### config.mk
export PLATFORM = sky130hd
export DESIGN_NAME = packed_text_word_decoder
export DESIGN_NICKNAME = d
export VERILOG_FILES = /design/src/hdl/ptwd_pkg.sv /design/src/hdl/ptwd_front.sv /design/src/hdl/ptwd_queue.sv /design/src/hdl/ptwd_back.sv /design/src/hdl/packed_text_word_decoder.sv
export SDC_FILE = /design/constraint.sdc
export NUM_CORES = 1
export LEC_CHECK = 0
export ABC_AREA = 1
export BUFFER_PORTS_ARGS = -buffer_cell sky130_fd_sc_hd__buf_2
export CELL_PAD_IN_SITES_DETAIL_PLACEMENT = 1
export CELL_PAD_IN_SITES_GLOBAL_PLACEMENT = 2
export CORE_UTILIZATION = 35
export DETAILED_ROUTE_END_ITERATION = 10
export GPL_TIMING_DRIVEN = 1
export PLACE_DENSITY = 0.84
export SLEW_MARGIN = 10
export SYNTH_ARGS = -nofsm -noshare
export SYNTH_HDL_FRONTEND = slang
export SYNTH_SLANG_ARGS = --single-unit
### constraint.sdc
create_clock -name clk_i -period 2.3 [get_ports clk_i]
set_input_delay 0.23 -clock clk_i [delete_from_list [all_inputs] [get_ports clk_i]]
set_output_delay 0.23 -clock clk_i [all_outputs]
set_load 0.02 [all_outputs]
### src/hdl/ptwd_pkg.sv
`timescale 1ns / 1ps
// ----------------------------------------------------------------------------
// ptwd_pkg: shared types and constants of the packed text word decoder
// code values, shift alphabets, queue entry layout and the punctuation table
// ----------------------------------------------------------------------------
package ptwd_pkg;

  localparam int unsigned WordW   = 16;
  localparam int unsigned BudgetW = 8;
  localparam int unsigned CharW   = 7;
  localparam int unsigned CodeW   = 5;
  localparam int unsigned NumCodes = 3;
  localparam int unsigned CntW    = 2;

  // default depth of the queue between front and back
  localparam int unsigned QueueDepthDefault = 4;

  // code values
  localparam logic [CodeW-1:0] CodeSpace     = 5'd0;
  localparam logic [CodeW-1:0] CodeUpper     = 5'd4;
  localparam logic [CodeW-1:0] CodePunct     = 5'd5;
  localparam logic [CodeW-1:0] CodeFirstChar = 5'd6;

  // ascii anchors
  localparam logic [CharW-1:0] CharSpace = 7'h20;
  localparam logic [CharW-1:0] LowerBase = 7'h61;
  localparam logic [CharW-1:0] UpperBase = 7'h41;
  localparam logic [CharW-1:0] CharQuery = 7'h3F;

  // final word marker in a packed word
  localparam int unsigned EndBit = 15;

  typedef enum logic [1:0] {
    ShiftLower = 2'd0,
    ShiftUpper = 2'd1,
    ShiftPunct = 2'd2
  } shift_e;

  // one decoded word: characters packed to the front, count and end flag
  typedef struct packed {
    logic [NumCodes-1:0][CharW-1:0] chars;
    logic [CntW-1:0]                cnt;
    logic                           str_end;
  } ptwd_entry_t;

  // punctuation alphabet, indexed by code minus six
  function automatic logic [CharW-1:0] punct_char(input logic [CodeW-1:0] idx);
    logic [CharW-1:0] ch;
    case (idx)
      5'd0:    ch = 7'h20;
      5'd1:    ch = 7'h5E;
      5'd2:    ch = 7'h30;
      5'd3:    ch = 7'h31;
      5'd4:    ch = 7'h32;
      5'd5:    ch = 7'h33;
      5'd6:    ch = 7'h34;
      5'd7:    ch = 7'h35;
      5'd8:    ch = 7'h36;
      5'd9:    ch = 7'h37;
      5'd10:   ch = 7'h38;
      5'd11:   ch = 7'h39;
      5'd12:   ch = 7'h2E;
      5'd13:   ch = 7'h2C;
      5'd14:   ch = 7'h21;
      5'd15:   ch = 7'h3F;
      5'd16:   ch = 7'h5F;
      5'd17:   ch = 7'h23;
      5'd18:   ch = 7'h27;
      5'd19:   ch = 7'h22;
      5'd20:   ch = 7'h2F;
      5'd21:   ch = 7'h5C;
      5'd22:   ch = 7'h2D;
      5'd23:   ch = 7'h3A;
      5'd24:   ch = 7'h28;
      5'd25:   ch = 7'h29;
      default: ch = CharQuery;
    endcase
    return ch;
  endfunction

endpackage

### src/hdl/ptwd_front.sv
`timescale 1ns / 1ps
// ----------------------------------------------------------------------------
// ptwd_front: request intake and classification
// keeps the string state, decodes the three codes of a word and writes one
// queue entry per accepted request
// ----------------------------------------------------------------------------
module ptwd_front import ptwd_pkg::*; (
  input  logic                clk_i,
  input  logic                rst_ni,
  input  logic                push_i,
  input  logic                q_full_i,
  input  logic [WordW-1:0]    packed_word_i,
  input  logic                first_word_i,
  input  logic [BudgetW-1:0]  word_budget_i,
  output logic                q_wr_o,
  output ptwd_entry_t         q_wdata_o
);

  shift_e             shift_q, shift_d;
  logic [BudgetW-1:0] taken_q, taken_d;
  logic [BudgetW-1:0] budget_q, budget_d;
  logic               active_q, active_d;

  logic               accept;
  shift_e             shift_eff;
  logic [BudgetW-1:0] taken_eff;
  logic [BudgetW-1:0] budget_eff;
  logic               active_eff;
  logic [BudgetW-1:0] taken_inc;

  logic [NumCodes-1:0][CodeW-1:0] codes;
  logic [NumCodes-1:0][CharW-1:0] ch;
  logic [NumCodes-1:0]            emit;
  shift_e                         mode;
  shift_e                         mode_out;
  logic [CodeW-1:0]               idx;

  assign accept = push_i && !q_full_i;
  assign q_wr_o = accept;

  // state as seen by this request, after a possible new string start
  assign shift_eff  = first_word_i ? ShiftLower : shift_q;
  assign taken_eff  = first_word_i ? '0 : taken_q;
  assign budget_eff = first_word_i ? word_budget_i : budget_q;
  assign active_eff = first_word_i || active_q;
  assign taken_inc  = taken_eff + BudgetW'(1);

  // walk the three codes, most significant first
  always_comb begin
    mode = shift_eff;
    for (int k = 0; k < NumCodes; k++) begin
      codes[k] = packed_word_i[WordW-2-k*CodeW -: CodeW];
      idx      = codes[k] - CodeFirstChar;
      ch[k]    = CharSpace;
      emit[k]  = 1'b0;
      if (codes[k] == CodeSpace) begin
        emit[k] = 1'b1;
        mode    = ShiftLower;
      end else if (codes[k] >= CodeFirstChar) begin
        emit[k] = 1'b1;
        unique case (mode)
          ShiftLower: ch[k] = LowerBase + {2'b00, idx};
          ShiftUpper: ch[k] = UpperBase + {2'b00, idx};
          default:    ch[k] = punct_char(idx);
        endcase
        mode = ShiftLower;
      end else if (codes[k] == CodeUpper) begin
        mode = ShiftUpper;
      end else if (codes[k] == CodePunct) begin
        mode = ShiftPunct;
      end
    end
    mode_out = mode;
  end

  // build the entry and the next string state
  always_comb begin
    shift_d  = shift_q;
    taken_d  = taken_q;
    budget_d = budget_q;
    active_d = active_q;
    q_wdata_o.chars   = '0;
    q_wdata_o.cnt     = '0;
    q_wdata_o.str_end = 1'b1;
    if (accept && active_eff) begin
      shift_d  = shift_eff;
      taken_d  = taken_eff;
      budget_d = budget_eff;
      if (taken_eff >= budget_eff) begin
        active_d = 1'b0;
      end else begin
        taken_d  = taken_inc;
        shift_d  = mode_out;
        q_wdata_o.str_end = packed_word_i[EndBit] || (taken_inc >= budget_eff);
        active_d = !q_wdata_o.str_end;
        q_wdata_o.cnt = CntW'({1'b0, emit[0]} + {1'b0, emit[1]} + {1'b0, emit[2]});
        // pack emitted characters to the front
        q_wdata_o.chars[0] = emit[0] ? ch[0] : (emit[1] ? ch[1] : ch[2]);
        q_wdata_o.chars[1] = (emit[0] && emit[1]) ? ch[1] : ch[2];
        q_wdata_o.chars[2] = ch[2];
      end
    end
  end

  // string state registers
  always_ff @(posedge clk_i or negedge rst_ni) begin
    if (!rst_ni) begin
      shift_q  <= ShiftLower;
      taken_q  <= '0;
      budget_q <= '0;
      active_q <= 1'b0;
    end else begin
      shift_q  <= shift_d;
      taken_q  <= taken_d;
      budget_q <= budget_d;
      active_q <= active_d;
    end
  end

`ifndef SYNTHESIS
  a_active_below_budget: assert property (@(posedge clk_i) disable iff (!rst_ni)
    active_q |-> (taken_q < budget_q))
    else $error("running string has no words left in its budget");
`endif

endmodule

### src/hdl/ptwd_queue.sv
`timescale 1ns / 1ps
// ----------------------------------------------------------------------------
// ptwd_queue: decoupling queue between front and back
// small register queue of decoded word entries
// ----------------------------------------------------------------------------
module ptwd_queue import ptwd_pkg::*; #(
  parameter int unsigned Depth = QueueDepthDefault
) (
  input  logic        clk_i,
  input  logic        rst_ni,
  input  logic        wr_i,
  input  ptwd_entry_t wdata_i,
  output logic        full_o,
  input  logic        rd_i,
  output ptwd_entry_t rdata_o,
  output logic        empty_o
);

  localparam int unsigned PtrW = (Depth > 1) ? $clog2(Depth) : 1;
  localparam int unsigned CntQW = $clog2(Depth + 1);

  ptwd_entry_t         entries_q [Depth];
  logic [PtrW-1:0]     wr_ptr_q, wr_ptr_d;
  logic [PtrW-1:0]     rd_ptr_q, rd_ptr_d;
  logic [CntQW-1:0]    count_q, count_d;
  logic                do_wr, do_rd;

  assign full_o  = (count_q == CntQW'(Depth));
  assign empty_o = (count_q == '0);
  assign do_wr   = wr_i && !full_o;
  assign do_rd   = rd_i && !empty_o;
  assign rdata_o = entries_q[rd_ptr_q];

  // pointer and fill count update
  always_comb begin
    wr_ptr_d = wr_ptr_q;
    rd_ptr_d = rd_ptr_q;
    count_d  = count_q;
    if (do_wr) begin
      wr_ptr_d = (wr_ptr_q == PtrW'(Depth - 1)) ? '0 : wr_ptr_q + PtrW'(1);
    end
    if (do_rd) begin
      rd_ptr_d = (rd_ptr_q == PtrW'(Depth - 1)) ? '0 : rd_ptr_q + PtrW'(1);
    end
    if (do_wr && !do_rd) begin
      count_d = count_q + CntQW'(1);
    end else if (do_rd && !do_wr) begin
      count_d = count_q - CntQW'(1);
    end
  end

  always_ff @(posedge clk_i or negedge rst_ni) begin
    if (!rst_ni) begin
      wr_ptr_q <= '0;
      rd_ptr_q <= '0;
      count_q  <= '0;
    end else begin
      wr_ptr_q <= wr_ptr_d;
      rd_ptr_q <= rd_ptr_d;
      count_q  <= count_d;
    end
  end

  // entry storage
  always_ff @(posedge clk_i) begin
    if (do_wr) begin
      entries_q[wr_ptr_q] <= wdata_i;
    end
  end

`ifndef SYNTHESIS
  a_count_bounded: assert property (@(posedge clk_i) disable iff (!rst_ni)
    count_q <= CntQW'(Depth))
    else $error("queue fill count above depth");
`endif

endmodule

### src/hdl/ptwd_back.sv
`timescale 1ns / 1ps
// ----------------------------------------------------------------------------
// ptwd_back: result sequencer
// steps through the characters of the head entry, one result per cycle,
// while the output register is empty or popped, into an output register
// ----------------------------------------------------------------------------
module ptwd_back import ptwd_pkg::*; (
  input  logic              clk_i,
  input  logic              rst_ni,
  input  logic              q_empty_i,
  input  ptwd_entry_t       q_rdata_i,
  output logic              q_rd_o,
  input  logic              pop_i,
  output logic              empty_o,
  output logic [CharW-1:0]  character_o,
  output logic              char_valid_o,
  output logic              last_of_item_o,
  output logic              string_end_o
);

  logic [CntW-1:0]  idx_q, idx_d;
  logic             out_valid_q, out_valid_d;
  logic [CharW-1:0] char_q, char_d;
  logic             cvalid_q, cvalid_d;
  logic             last_q, last_d;
  logic             end_q, end_d;

  logic             load;
  logic [CntW-1:0]  cnt_eff;
  logic             is_last;
  logic [CharW-1:0] cur_char;

  assign load    = !q_empty_i && (!out_valid_q || pop_i);
  assign cnt_eff = (q_rdata_i.cnt == '0) ? CntW'(1) : q_rdata_i.cnt;
  assign is_last = ((idx_q + CntW'(1)) == cnt_eff);
  assign q_rd_o  = load && is_last;

  // select the current character of the head entry
  always_comb begin
    case (idx_q)
      2'd0:    cur_char = q_rdata_i.chars[0];
      2'd1:    cur_char = q_rdata_i.chars[1];
      default: cur_char = q_rdata_i.chars[2];
    endcase
  end

  // output register next values
  always_comb begin
    idx_d       = idx_q;
    out_valid_d = out_valid_q;
    char_d      = char_q;
    cvalid_d    = cvalid_q;
    last_d      = last_q;
    end_d       = end_q;
    if (load) begin
      out_valid_d = 1'b1;
      cvalid_d    = (q_rdata_i.cnt != '0);
      char_d      = cvalid_d ? cur_char : '0;
      last_d      = is_last;
      end_d       = is_last && q_rdata_i.str_end;
      idx_d       = is_last ? '0 : idx_q + CntW'(1);
    end else if (pop_i) begin
      out_valid_d = 1'b0;
    end
  end

  always_ff @(posedge clk_i or negedge rst_ni) begin
    if (!rst_ni) begin
      idx_q       <= '0;
      out_valid_q <= 1'b0;
    end else begin
      idx_q       <= idx_d;
      out_valid_q <= out_valid_d;
    end
  end

  always_ff @(posedge clk_i) begin
    char_q   <= char_d;
    cvalid_q <= cvalid_d;
    last_q   <= last_d;
    end_q    <= end_d;
  end

  assign empty_o        = !out_valid_q;
  assign character_o    = char_q;
  assign char_valid_o   = cvalid_q;
  assign last_of_item_o = last_q;
  assign string_end_o   = end_q;

`ifndef SYNTHESIS
  a_idx_in_range: assert property (@(posedge clk_i) disable iff (!rst_ni)
    idx_q != 2'd3)
    else $error("character index past three");
  a_mid_has_char: assert property (@(posedge clk_i) disable iff (!rst_ni)
    (out_valid_q && !last_q) |-> (cvalid_q && !end_q))
    else $error("non-final result without a character or with string end");
  a_idx_zero_when_idle: assert property (@(posedge clk_i) disable iff (!rst_ni)
    q_empty_i |-> (idx_q == '0))
    else $error("partial entry left with queue empty");
`endif

endmodule

### src/hdl/packed_text_word_decoder.sv
`timescale 1ns / 1ps
// ----------------------------------------------------------------------------
// packed_text_word_decoder: top level
// decodes packed 16-bit text words into a stream of ascii characters
// ----------------------------------------------------------------------------
// channel   direction  handshake          payload
// words     in         push / full        packed_word_i, first_word_i,
//                                         word_budget_i
// chars     out        empty / pop        character_o, char_valid_o,
//                                         last_of_item_o, string_end_o
//
// a word is decoded in the cycle it is taken and lands in the entry queue;
// the back end gives one result per cycle while results are popped, and a word
// gives one to three results (its character count, at least one).
// the first result passes the entry queue and the output register on its way out.
// reset clears string state, queue pointers and the output valid flag and index.
// full rises only when the entry queue (QueueDepth words) is full.
// ----------------------------------------------------------------------------
module packed_text_word_decoder import ptwd_pkg::*; #(
  parameter int unsigned QueueDepth = QueueDepthDefault
) (
  input  logic               clk_i,
  input  logic               rst_ni,
  input  logic               push,
  output logic               full,
  input  logic [WordW-1:0]   packed_word_i,
  input  logic               first_word_i,
  input  logic [BudgetW-1:0] word_budget_i,
  output logic               empty,
  input  logic               pop,
  output logic [CharW-1:0]   character_o,
  output logic               char_valid_o,
  output logic               last_of_item_o,
  output logic               string_end_o
);

  logic        q_wr;
  logic        q_rd;
  logic        q_full;
  logic        q_empty;
  ptwd_entry_t q_wdata;
  ptwd_entry_t q_rdata;

  assign full = q_full;

  // intake and classification
  ptwd_front u_front (
    .clk_i         (clk_i),
    .rst_ni        (rst_ni),
    .push_i        (push),
    .q_full_i      (q_full),
    .packed_word_i (packed_word_i),
    .first_word_i  (first_word_i),
    .word_budget_i (word_budget_i),
    .q_wr_o        (q_wr),
    .q_wdata_o     (q_wdata)
  );

  // decoupling queue
  ptwd_queue #(
    .Depth (QueueDepth)
  ) u_queue (
    .clk_i   (clk_i),
    .rst_ni  (rst_ni),
    .wr_i    (q_wr),
    .wdata_i (q_wdata),
    .full_o  (q_full),
    .rd_i    (q_rd),
    .rdata_o (q_rdata),
    .empty_o (q_empty)
  );

  // result sequencing
  ptwd_back u_back (
    .clk_i          (clk_i),
    .rst_ni         (rst_ni),
    .q_empty_i      (q_empty),
    .q_rdata_i      (q_rdata),
    .q_rd_o         (q_rd),
    .pop_i          (pop),
    .empty_o        (empty),
    .character_o    (character_o),
    .char_valid_o   (char_valid_o),
    .last_of_item_o (last_of_item_o),
    .string_end_o   (string_end_o)
  );

endmodule
# Yosys cells after proc, flatten, opt, wreduce, memory -nomap -nowiden
# Memories as Yosys holds them, arrays and structs flattened.
# Index checks and enable logic that the tools add are counted.
# totals
register_bits,39
mem_bits_rw,96
mem_bits_ro,672
input_bits,29
elab_cells,133
mem_count,4
# mem_list
memory,depth,width,rd,rd_ports_with_merged_regs,write_ports,line_no,text
(name not given),32,7,1,0,0,ptwd_pkg.sv:49,case (idx)
(name not given),32,7,1,0,0,ptwd_pkg.sv:49,
(name not given),32,7,1,0,0,ptwd_pkg.sv:49,
u_queue.entries_q,4,24,1,0,1,ptwd_queue.sv:22,ptwd_entry_t entries_q [Depth];
# classes
add_sub_neg,17
n_lt_le_gt_ge,5
n_eq_ne,14
mux,49
n_reduce_logical,31
# op_table
operator,n
$mux 7,9
$pmux 7 s2,4
$mux 24,2
$mux 2,18
$eq 5x3->1 const B,6
$mux 8,3
$add 6x6->7 const A,3
$add 7x5->7 const A,3
$ge 8x8->1,2
$ge 5x3->1 const B,3
$logic_not 5->1,3
$sub 5x3->5 const B,3
$mux 1,11
$logic_and 1x1->1,10
$logic_not 2->1,5
$add 8x1->8 const B,1
$eq 2x1->1 const B,4
$add 2x1->2 const B,3
$logic_not 1->1,6
$mux 3,2
$reduce_bool 2->1,3
$eq 2x2->1 const B,2
$add 3x1->3 const B,1
$eq 3x3->1 const B,1
6 further kinds,8

# Logic depth before layout (Yosys ltp)
# Gate-level depths: netlist of run 1.
# depth
ltp_word,17
depth_mapped,17

# Cells and area by module
# A second synthesis of run 1 with hierarchy kept.
# hier_totals
hier_cells,1061
hier_area_um2,8839.7
# by_module_without_submodules
module,instances,cells_per_inst,area_per_inst_um2,seq_area_each_um2
ptwd_queue,1,341,4370.4,3057.9
ptwd_front,1,641,3776.1,475.5
ptwd_back,1,79,693.2,375.4

# Worst setup path before layout of run 1
# No wires, ideal clock.
# synth_timing
kind,input to register
from,input first_word_i
to,memory u_queue.entries_q[0][14] (netlist name) (data pin)
arrival_time_ns,2.560
path_slack_ns,-0.477
cell_stages,14
path_cell_list,buf_2 -> buf_1 -> mux2i_1 -> ha_1 -> inv_1 -> nor2_1 -> o21ai_0 -> nand2_1 -> nand2_1 -> nand3_1 -> nor2_8 -> inv_2 -> buf_6 -> a211oi_1
# synth_rtl
element,line_no,text
start: declaration,packed_text_word_decoder.sv:27,"input logic first_word_i,"
end: declaration,ptwd_queue.sv:22,

==> results of run 1 <==
worst max path at each step:
stage | startpoint | end | slack (ps)
floorplan | u_queue.rd_ptr_q[0] | u_queue.count_q[1] | -50
global placement | first_word_i | u_queue.entries_q[1][0] | -240
detailed placement | first_word_i | u_front.active_q | -370
CTS | u_front.taken_q[1] | u_queue.entries_q[2][0] | -60
global route | u_front.taken_q[2] | u_queue.entries_q[2][0] | -350
finish | u_front.taken_q[2] | u_queue.entries_q[2][0] | -230
cell families after synthesis:
kind of cell,after synthesis,share of synthesized area
muxes,7,0.00835
buffers and inverters,137,0.0643
DFF,135,0.466
AOI/OAI and AO/OA,212,0.138
adders and majority gates,56,0.0853
xor gates and xnor gates,17,0.0178
and+or+nand+nor,432,0.220
area by class of cell:
class                           count  area [um2]
Tap cell                          319         399
Clock buffer                       23         448
Clock inverter                      9        56.3
Sequential cell                   135        3910
Multi-Input combinational cell    724        4260
Fill cell                        2826       12600
Timing Repair Buffer              189        1340
Inverter                          108         418
through the flow:
step,TNS [ps],setup slack (ps)
final,-1040,-232
after floorplan,-64.2,-49.7
after global routing,-4380,-346
after CTS,-237,-61.9
after global placement,-7680,-235
after detailed placement,-15690,-374
state kept, by name, summed over array words and instances, names as in the netlist, 2 cells and up:
register and flops:
u_queue.rd_ptr_q 2, u_front.budget_q 8, u_front.shift_q 2, u_back.idx_q 2
u_queue.wr_ptr_q 2, u_queue.entries_q 96, u_front.taken_q 8, u_queue.count_q 3
u_back.character_o 7
worst register-to-register path: cells and delay by family (launching register included):
family,cells,cell delay (ps)
xor gates and xnor gates,1,220
DFF,1,370
buffers and inverters,1,100
and+or+nand+nor,6,930
adders and majority gates,1,240
AOI/OAI and AO/OA,2,400
cell usage after synthesis, drive strengths merged:
cell type / n / area (um2)
nand2: 208 / 798
nor2: 142 / 601
o21ai: 129 / 649
edfxtp: 106 / 3180
inv: 106 / 400
nand3: 60 / 318
ha: 54 / 676
a21oi: 40 / 219
dfrtp: 29 / 726
o22ai: 23 / 144
clkbuf: 16 / 61.3
xor2: 14 / 123
buf: 13 / 70.1
nand4: 10 / 62.6
o211ai: 9 / 67.6
nor3: 8 / 45.0
mux2i: 7 / 70.1
a31oi: 6 / 37.5
xnor2: 3 / 26.3
clkinv: 2 / 7.51
fa: 2 / 40.0
o21a: 2 / 15.0
a211oi: 1 / 7.51
and2: 1 / 6.26
and3: 1 / 6.26
nor4: 1 / 6.26
o2111ai: 1 / 8.76
o21bai: 1 / 7.51
or2: 1 / 6.26
placed cells by master (no fill, tap or decap), types with 12 or more instances in the layout:
cell type  count
nand2_1      198
buf_4        143
buf_2         40
o21ai_1       12
o21ai_0      114
inv_1         93
a21oi_1       32
o22ai_1       23
nand3_1       55
edfxtp_1     106
nor2_2        21
ha_1          50
clkbuf_16     17
dfrtp_1       27
nor2_1       106
nor2_4        13
xor2_1        13
timing repair:
action | 4_1_cts | 5_1_grt
endpoints found under the hold margin | 29 | 0
buffers inserted | 5 | 6
gates resized for setup | 35 | 43
gates cloned | 0 | 0
pin swaps | 15 | 13
hold buffers | 1 | 0
endpoints found under the setup margin | 33 | 85
layer usage:
layer | up-vias | track usage | part of all wire
li1 | 3728 | - | -
met1 | 3590 | 0.270 | 0.47
met2 | 115 | 0.347 | 0.49
met3 | 26 | 0.0282 | 0.027
met4 | 0 | 0.0570 | 0.013
met5 | - | 0 | 0
power groups by stage:
stage          sequential [W]  combinational, W  clock (W)
3_5_place_dp          0.00387           0.00501          0
4_1_cts               0.00384           0.00523    0.00239
3_3_place_gp          0.00385           0.00484          0
2_1_floorplan         0.00394           0.00298          0
5_1_grt               0.00391           0.00612    0.00248
6_report              0.00385           0.00546    0.00234
==> metrics.csv, run 1 <==
stage;metric;value;unit
timing;Fmax;395;MHz
critical_path;Reg2Reg Depth;11;
power_and_ir_drop;proportion of total power due to net switching;0.399;
min_path;worst min-delay path class;primary input to flip-flop;
status;result of the run;finished with violations;
timing;Final Slew Violations;0;
logic_synthesis;synth warn;0;
drt;total detailed-routing wirelength;24100;um
timing;final setup skew;7.96;ps
logic_synthesis;post-synth cell types;46;
global_route;All-Layer GR Usage;0.204;
die;die area;24600;um2
logic_synthesis;Syn Area/Cell;8.42;um2
place;Post-Place Cells;1463;
critical_path;Worst Path Arrival;2690;ps
layout;Util after Layout;0.462;
die;I/O Pins;41;
status;failing checks;setup timing;
critical_path;Top Family by Delay on Critical Path;simple AND/OR/NAND/NOR gates;
min_path;worst min-delay path endpoint;u_back.out_valid_q;
critical_path;Setup CP Type;flip-flop to flip-flop;
min_path;min-delay src;pop;
drt;post-DR vias/cell;4.95;
power_and_ir_drop;maximum VDD drop;0.688;mV
critical_path;largest incremental delay on the critical path;370;ps
clock_tree;clock sink count;135;
layout;number of non-filler instances in the completed layout;1507;
layout;Net count, final;1260;
critical_path;CP Depth;11;
critical_path;sequence of cells on the critical path;nand2_2, nor3_4, nand3_2, nor3_2, xor2_1, inv_1, ha_4, a21oi_1, o2111ai_2, nor2_1, nand2_2;
critical_path;most frequent cell on the critical path;nand2_2;
global_route;vias in the first global route;7611;
critical_path;crit path max fanout;5;
critical_path;slowest stage cell, crit path;dfrtp_1;
power_and_ir_drop;clock group share of total power;0.201;
clock_tree;clk buf depth;2;
job;max-cap viol count;0;
layout;final antenna diode count;0;
clock_tree;total CTS buffers;17;
clock_tree;clock latency on the worst-skew pair;430;ps
min_path;cell depth of the worst min-delay path;2;
timing;part of the cycle the worst path needs;1.10;
drt;remaining antenna violation count;0;
power_and_ir_drop;combinational power share;0.469;
timing;minimum clock period after layout;2530;ps
die;number of placement rows;56;
logic_synthesis;cell area after synthesis;8390;um2
clock_tree;H-tree level count;4;
place;Final Wtd Congestion;0.836;
power_and_ir_drop;Power Density;1080;nW/um2
critical_path;element type at the critical path start;flip-flop;
logic_synthesis;number of nets produced by synthesis;1081;
layout;share of layout cells above drive strength 1;0.258;
die;Floorplan Core Area;23500;um2
timing;worst-margin pin slew;724;ps
power_and_ir_drop;Flop pwr share;0.331;
critical_path;Critical Path End Type;flip-flop;
drt;DRC violations left;0;
place;total of buffers placed on input and output ports;40;
layout;area growth from synthesis to layout;29.2;%
drt;First DRT Iteration DRCs;326;
timing;worst hold slack;11.0;ps
drt;routed wire length per instance;16.0;um
power_and_ir_drop;power after layout;0.0117;W
timing;number of failing hold endpoints at the final stage;0;
timing;worst slew margin relative to its limit;0.517;
logic_synthesis;number of instances in the synthesized netlist;996;
die;initial core utilization;0.357;
global_route;number of antenna violations at the first check in global routing;0;
global_route;maximum number of pins on one net before global-route repair;43;
power_and_ir_drop;cell-internal power;0.00701;W
drt;detailed-route via count;7459;
global_route;remaining global-route overflow;0;
layout;summed area of non-filler cells in the final layout;10800;um2
timing;RSZ-0062 raised after global routing;true;
clock_tree;clock-pin slew reported for the worst setup and hold paths after clock tree synthesis;60;ps
die;Chip Height;157;um
global_route;global-route wire length before repair;38900;um
drt;Detailed Routing Iterations Pass 1;5;
place;placed wire-length estimate after detailed placement;17300;um
critical_path;number of buffer and inverter stages on the critical path;1;
critical_path;startpoint of the worst register-to-register path;u_front.taken_q[2];
critical_path;Required @ worst endpoint;2460;ps
clock_tree;clock tree from TritonCTS;yes;
timing;Finish-stage setup viols;6;
place;Cell Area, Placed;9960;um2
logic_synthesis;sequential-to-total area share from yosys stat;0.466;
critical_path;register-to-register path setup slack;-230;ps
power_and_ir_drop;net switching power of the design;0.00465;W
logic_synthesis;post-synthesis register bit count;135;
critical_path;endpoint of the lowest-slack register-to-register path;u_queue.entries_q[2][0];
timing;Setup WS post-layout;-232;ps
die;Die X;157;um
clock_tree;buffer cell driving the clock tree root;clkbuf_16;
power_and_ir_drop;Leakage;4.87;nW
No activity file was read; power rests on OpenSTA's default activity.
==> run 2: changes to the inputs <==
Settings changed: CORE_ASPECT_RATIO set to 0.9.
==> metrics.csv, run 2 (synthesis results as in run 1) <==
stage;metric;value;unit;change
die;die area;24600;um2;about the same
global_route;All-Layer GR Usage;0.218;;was 0.204
die;initial core utilization;0.358;;was 0.357
drt;remaining antenna violation count;0;;unchanged
place;total of buffers placed on input and output ports;40;;unchanged
global_route;maximum number of pins on one net before global-route repair;47;;was 43
drt;routed wire length per instance;17.6;um;was 16.0 um
global_route;vias in the first global route;7835;;was 7611
global_route;global-route wire length before repair;41100;um;was 38900 um
timing;worst-margin pin slew;796;ps;was 724 ps
critical_path;number of buffer and inverter stages on the critical path;4;;was 1
critical_path;crit path max fanout;5;;unchanged
power_and_ir_drop;Power Density;1140;nW/um2;was 1080 nW/um2
layout;commonest non-fill, non-tap cell in the layout;nand2_1;;unchanged
timing;RSZ-0062 raised after global routing;true;;unchanged
drt;detailed-route via count;7596;;was 7459
layout;Net count, final;1266;;was 1260
clock_tree;clock latency on the worst-skew pair;430;ps;about the same
clock_tree;clock sink count;135;;unchanged
timing;worst slew margin relative to its limit;0.469;;was 0.517
critical_path;most frequent cell on the critical path;buf_4;;was nand2_2
drt;DRC violations left;0;;unchanged
clock_tree;buffer cell driving the clock tree root;clkbuf_16;;unchanged
power_and_ir_drop;maximum VDD drop;0.871;mV;was 0.688 mV
critical_path;slowest stage cell, crit path;dfrtp_1;;unchanged
die;Die X;165;um;was 157 um
timing;Finish-stage setup viols;21;;was 6
timing;worst hold slack;158;ps;was 11.0 ps
critical_path;Worst Path Arrival;2520;ps;was 2690 ps
die;Floorplan Core Area;23400;um2;was 23500 um2
place;pre-CTS setup slack;-420;ps;was -374 ps
drt;total detailed-routing wirelength;26400;um;was 24100 um
global_route;number of antenna violations at the first check in global routing;0;;unchanged
critical_path;sequence of cells on the critical path;inv_2, nor3_4, buf_4, buf_4, xor2_1, inv_1, ha_4, a21oi_1, o21ai_1, nand2_1, o2111ai_1, nor2_1, nand2_2;;was nand2_2, nor3_4, nand3_2, nor3_2, xor2_1, inv_1, ha_4, a21oi_1, o2111ai_2, nor2_1, nand2_2
job;max-cap viol count;0;;unchanged
clock_tree;total CTS buffers;17;;unchanged
die;number of placement rows;53;;was 56
layout;final antenna diode count;0;;unchanged
die;I/O Pins;41;;unchanged
layout;number of flip-flops in the largest register;96;;unchanged
status;failing checks;setup timing;;unchanged
layout;leading registers by flop count;u_queue.entries_q (96), u_front.budget_q (8), u_front.taken_q (8);;unchanged
critical_path;Critical Path End Type;flip-flop;;unchanged
critical_path;largest incremental delay on the critical path;360;ps;was 370 ps
layout;commonest cells after routing, fill and taps aside;196 x nand2_1, 146 x buf_4, 115 x o21ai_0, 106 x nor2_1, 106 x edfxtp_1;;was 198 x nand2_1, 143 x buf_4, 114 x o21ai_0, 106 x nor2_1, 106 x edfxtp_1
power_and_ir_drop;power after layout;0.0127;W;was 0.0117 W
layout;share of layout cells above drive strength 1;0.280;;was 0.258
drt;First DRT Iteration DRCs;446;;was 326
power_and_ir_drop;Leakage;4.95;nW;was 4.87 nW
drt;Detailed Routing Iterations Pass 1;5;;unchanged
layout;Filler Cells Inserted;2736;;was 2826
timing;minimum clock period after layout;2360;ps;was 2530 ps
critical_path;Required @ worst endpoint;2460;ps;about the same
critical_path;Top Family by Delay on Critical Path;simple AND/OR/NAND/NOR gates;;unchanged
place;placed wire-length estimate after detailed placement;18500;um;was 17300 um
timing;Fmax;423;MHz;was 395 MHz
global_route;remaining global-route overflow;0;;unchanged
status;result of the run;finished with violations;;unchanged
drt;post-DR vias/cell;5.08;;was 4.95
timing;part of the cycle the worst path needs;1.03;;was 1.10
min_path;worst min-delay path class;primary input to flip-flop;;unchanged
die;Chip Height;149;um;was 157 um
clock_tree;clock-pin slew reported for the worst setup and hold paths after clock tree synthesis;60;ps;about the same
clock_tree;H-tree level count;4;;unchanged
timing;number of failing hold endpoints at the final stage;0;;unchanged
timing;final setup skew;8.64;ps;was 7.96 ps
timing;Final Slew Violations;0;;unchanged
clock_tree;clock tree from TritonCTS;yes;;unchanged
critical_path;element type at the critical path start;flip-flop;;unchanged
timing;Setup WS post-layout;-62.1;ps;was -232 ps
layout;area growth from synthesis to layout;32.6;%;was 29.2%
layout;Most flops, register;u_queue.entries_q;;unchanged
critical_path;Setup CP Type;flip-flop to flip-flop;;unchanged
clock_tree;clk buf depth;2;;unchanged
place;Final Wtd Congestion;0.846;;was 0.836
-- run 2: cell count changes in the layout (fill, tap and decap cells not counted), moves of 3 or more --
| cell | delta |
|---|---|
| ha_4 | +4 |
| buf_4 | +3 |
| inv_2 | +3 |
| clkinv_2 | -4 |
| mux2i_1 | -3 |
| inv_1 | -5 |
| ha_1 | -4 |
| bufinv_16 | +4 |
| clkbuf_1 | -5 |
-- run 2: power breakdown --
part / switching (W) / leakage [nW] / internal (W)
combinational: 0.00362 / 3.29 / 0.00228
clock: 0.00108 / 0.298 / 0.00182
sequential: 0.000302 / 1.36 / 0.00358
-- run 2: path summary, 6_finish.rpt --
kind / end / cells after the start / startpoint / slack, ps
max: u_queue.entries_q[0][0] / 13 / u_front.taken_q[0] / -60
min: u_front.active_q / 4 / packed_word_i[15] / 160
max reg2reg: u_queue.entries_q[0][0] / 13 / u_front.taken_q[0] / -60
min reg2reg: u_front.budget_q[3] / 2 / u_front.budget_q[3] / 490
max in group asynchronous: u_queue.rd_ptr_q[0] / 2 / rst_ni / 1320
min in group asynchronous: u_queue.count_q[1] / 2 / rst_ni / 440
-- run 2: per-stage QoR --
stage,area (um2),TNS (ps),std cells,util
floorplan,8480,-64.2,996,-
global placement,9870,-13080,1436,0.421
detailed placement,9870,-24250,1436,0.421
CTS,10700,-292,1484,0.459
global route,11100,-3140,1496,0.475
finish,11100,-698,1496,0.475
-- run 2: what timing repair did --
item,in CTS,in global routing
gates resized for setup,34,73
gates cloned,0,1
hold buffers,2,0
buffers inserted,14,12
endpoints found under the hold margin,30,0
pin swaps,20,34
endpoints found under the setup margin,31,83
-- run 2: worst register-to-register path, stage by stage, from the launching register on --
cell and delay (ps):
dfrtp_1 360, inv_2 90, nor3_4 220, buf_4 150, buf_4 100, xor2_1 160, inv_1 100, ha_4 230
a21oi_1 160, o21ai_1 100, nand2_1 80, o2111ai_1 110, nor2_1 130, nand2_2 110
-- run 2: per-layer routing --
layer,part of all wire,GRT usage,up-vias,wire length (um)
met5,0,0,-,0
met4,0.017,0.0596,0,444
met3,0.030,0.0309,32,789
met2,0.49,0.369,149,12900
met1,0.47,0.288,3659,12300
li1,-,-,3756,-
-- run 2: cell type report --
type | instances | area (um2) | share of cell area
Tap cell | 302 | 378 | 0.0340
Clock inverter | 14 | 198 | 0.0178
Multi-Input combinational cell | 724 | 4380 | 0.394
Timing Repair Buffer | 194 | 1390 | 0.125
Clock buffer | 18 | 429 | 0.0386
Sequential cell | 135 | 3910 | 0.352
Inverter | 108 | 432 | 0.0388
Timing Repair inverter | 1 | 8.76 | 0.000787
==> run 3: changes to the inputs <==
Settings changed: TNS_END_PERCENT set to 10.
==> metrics.csv, run 3 (synthesis results as in run 1) <==
stage;metric;value;unit;change
drt;Detailed Routing Iterations Pass 1;4;;was 5
die;I/O Pins;41;;unchanged
layout;Net count, final;1273;;was 1266
global_route;maximum number of pins on one net before global-route repair;43;;was 47
critical_path;element type at the critical path start;flip-flop;;unchanged
timing;setup_tns;-662;ps;was -698 ps
clock_tree;clock latency on the worst-skew pair;430;ps;about the same
status;result of the run;finished with violations;;unchanged
critical_path;sequence of cells on the critical path;nand2_2, nor3_4, nand3_2, nor3_2, xor2_1, inv_1, ha_4, a21oi_1, o2111ai_2, nor2_2, nand2_2;;was inv_2, nor3_4, buf_4, buf_4, xor2_1, inv_1, ha_4, a21oi_1, o21ai_1, nand2_1, o2111ai_1, nor2_1, nand2_2
critical_path;Setup CP Type;flip-flop to flip-flop;;unchanged
layout;number of non-filler instances in the completed layout;1503;;was 1496
layout;share of layout cells above drive strength 1;0.265;;was 0.280
timing;final setup skew;13.4;ps;was 8.64 ps
timing;Fmax;412;MHz;was 423 MHz
timing;part of the cycle the worst path needs;1.06;;was 1.03
drt;First DRT Iteration DRCs;332;;was 446
die;Chip Height;149;um;unchanged
power_and_ir_drop;Leakage;4.98;nW;was 4.95 nW
layout;commonest non-fill, non-tap cell in the layout;nand2_1;;unchanged
power_and_ir_drop;maximum VDD drop;0.558;mV;was 0.871 mV
critical_path;largest incremental delay on the critical path;370;ps;was 360 ps
timing;RSZ-0062 raised after global routing;true;;unchanged
critical_path;Required @ worst endpoint;2460;ps;about the same
timing;Finish-stage setup viols;9;;was 21
global_route;number of antenna violations at the first check in global routing;0;;unchanged
timing;Setup WS post-layout;-130;ps;was -62.1 ps
layout;summed area of non-filler cells in the final layout;11000;um2;was 11100 um2
status;failing checks;setup timing;;unchanged
layout;number of flip-flops in the largest register;96;;unchanged
timing;number of failing hold endpoints at the final stage;0;;unchanged
critical_path;slowest stage cell, crit path;dfrtp_1;;unchanged
clock_tree;buffer cell driving the clock tree root;clkbuf_16;;unchanged
timing;worst-margin pin slew;773;ps;was 796 ps
timing;Final Slew Violations;0;;unchanged
place;placed wire-length estimate after detailed placement;18600;um;was 18500 um
place;Post-Place Cells;1462;;was 1436
critical_path;crit path max fanout;5;;unchanged
power_and_ir_drop;Power Density;1100;nW/um2;was 1140 nW/um2
die;Die X;165;um;unchanged
clock_tree;clock-pin slew reported for the worst setup and hold paths after clock tree synthesis;60;ps;about the same
place;total of buffers placed on input and output ports;40;;unchanged
die;Floorplan Core Area;23400;um2;unchanged
clock_tree;clk buf depth;2;;unchanged
global_route;vias in the first global route;8189;;was 7835
clock_tree;clock sink count;135;;unchanged
drt;total detailed-routing wirelength;25600;um;was 26400 um
drt;DRC violations left;0;;unchanged
global_route;remaining global-route overflow;0;;unchanged
layout;area growth from synthesis to layout;30.8;%;was 32.6%
place;pre-CTS setup slack;-350;ps;was -420 ps
job;max-cap viol count;0;;unchanged
critical_path;Worst Path Arrival;2590;ps;was 2520 ps
clock_tree;total CTS buffers;17;;unchanged
layout;Filler Cells Inserted;2807;;was 2736
clock_tree;H-tree level count;4;;unchanged
global_route;global-route wire length before repair;42600;um;was 41100 um
timing;worst slew margin relative to its limit;0.485;;was 0.469
drt;post-DR vias/cell;5.02;;was 5.08
die;initial core utilization;0.358;;unchanged
layout;Most flops, register;u_queue.entries_q;;unchanged
clock_tree;clock tree from TritonCTS;yes;;unchanged
die;die area;24600;um2;unchanged
layout;commonest cells after routing, fill and taps aside;200 x nand2_1, 156 x buf_4, 117 x o21ai_0, 113 x nor2_1, 106 x edfxtp_1;;was 196 x nand2_1, 146 x buf_4, 115 x o21ai_0, 106 x nor2_1, 106 x edfxtp_1
drt;routed wire length per instance;17.1;um;was 17.6 um
die;number of placement rows;53;;unchanged
global_route;All-Layer GR Usage;0.224;;was 0.218
min_path;worst min-delay path class;primary input to flip-flop;;unchanged
layout;leading registers by flop count;u_queue.entries_q (96), u_front.budget_q (8), u_front.taken_q (8);;unchanged
critical_path;Critical Path End Type;flip-flop;;unchanged
timing;minimum clock period after layout;2430;ps;was 2360 ps
layout;final antenna diode count;0;;unchanged
drt;remaining antenna violation count;0;;unchanged
critical_path;most frequent cell on the critical path;nand2_2;;was buf_4
place;Final Wtd Congestion;0.852;;was 0.846
place;Cell Area, Placed;10100;um2;was 9870 um2
drt;detailed-route via count;7552;;was 7596
-- run 3: cell count changes in the layout (fill, tap and decap cells not counted), sizes merged --
cell / previous run / this run
clkbuf: 19 / 17
inv: 109 / 113
buf: 191 / 200
bufinv: 4 / 2
clkinvlp: 3 / 2
clkinv: 7 / 6
-- run 3: repair_timing --
| item | 4_1_cts | 5_1_grt |
|---|---|---|
| pin swaps | 11 | 12 |
| buffers inserted | 3 | 5 |
| setup endpoints to repair | 72 | 81 |
| endpoints found under the hold margin | 30 | 0 |
| resized for setup | 34 | 24 |
| hold buffers | 2 | 0 |
-- run 3: routing by layer --
layer | global-route usage | vias to the layer above | share of wire
met2 | 0.373 | 89 | 0.48
met1 | 0.299 | 3670 | 0.48
li1 | - | 3764 | -
met4 | 0.0693 | 0 | 0.015
met3 | 0.0306 | 29 | 0.023
met5 | 0 | - | 0
-- run 3: final timing paths --
kind,cells past startpoint,endpoint,start,slack [ps]
max in group asynchronous,2,u_queue.rd_ptr_q[0],rst_ni,1360
min reg2reg,2,u_front.shift_q[0],u_front.shift_q[0],490
min in group asynchronous,2,u_queue.count_q[2],rst_ni,410
max reg2reg,11,u_queue.entries_q[3][0],u_front.taken_q[2],-130
min,4,u_front.active_q,packed_word_i[15],160
max,11,u_queue.entries_q[3][0],u_front.taken_q[2],-130
-- run 3: area by class of cell --
cell class	instances	area (um2)	share of cell area
Clock inverter	15	165	0.0151
Inverter	108	414	0.0378
Multi-Input combinational cell	724	4230	0.386
Timing Repair Buffer	202	1450	0.132
Tap cell	302	378	0.0344
Sequential cell	135	3910	0.356
Clock buffer	17	425	0.0388
-- run 3: critical path: cells and delay by family, from the launching register on --
kind / cells / cell delay [ps]
fa+ha+maj: 1 / 240
flops: 1 / 370
xor+xnor: 1 / 240
simple gates: 6 / 880
compound gates: 2 / 320
buf+inv: 1 / 120
-- run 3: where the power goes --
group          internal, W  total [W]  switching (W)
logic              0.00204    0.00542        0.00338
clock network      0.00162    0.00277        0.00115
registers          0.00358    0.00385       0.000273
-- run 3: metrics by stage --
step	util	total power [W]	hold WS (ps)
5_1_grt	0.469	0.0129	170
4_1_cts	0.462	0.0120	141
3_5_place_dp	0.430	0.00899	351
2_1_floorplan	-	0.00692	-65.6
6_report	0.469	0.0120	163
3_3_place_gp	0.430	0.00874	329
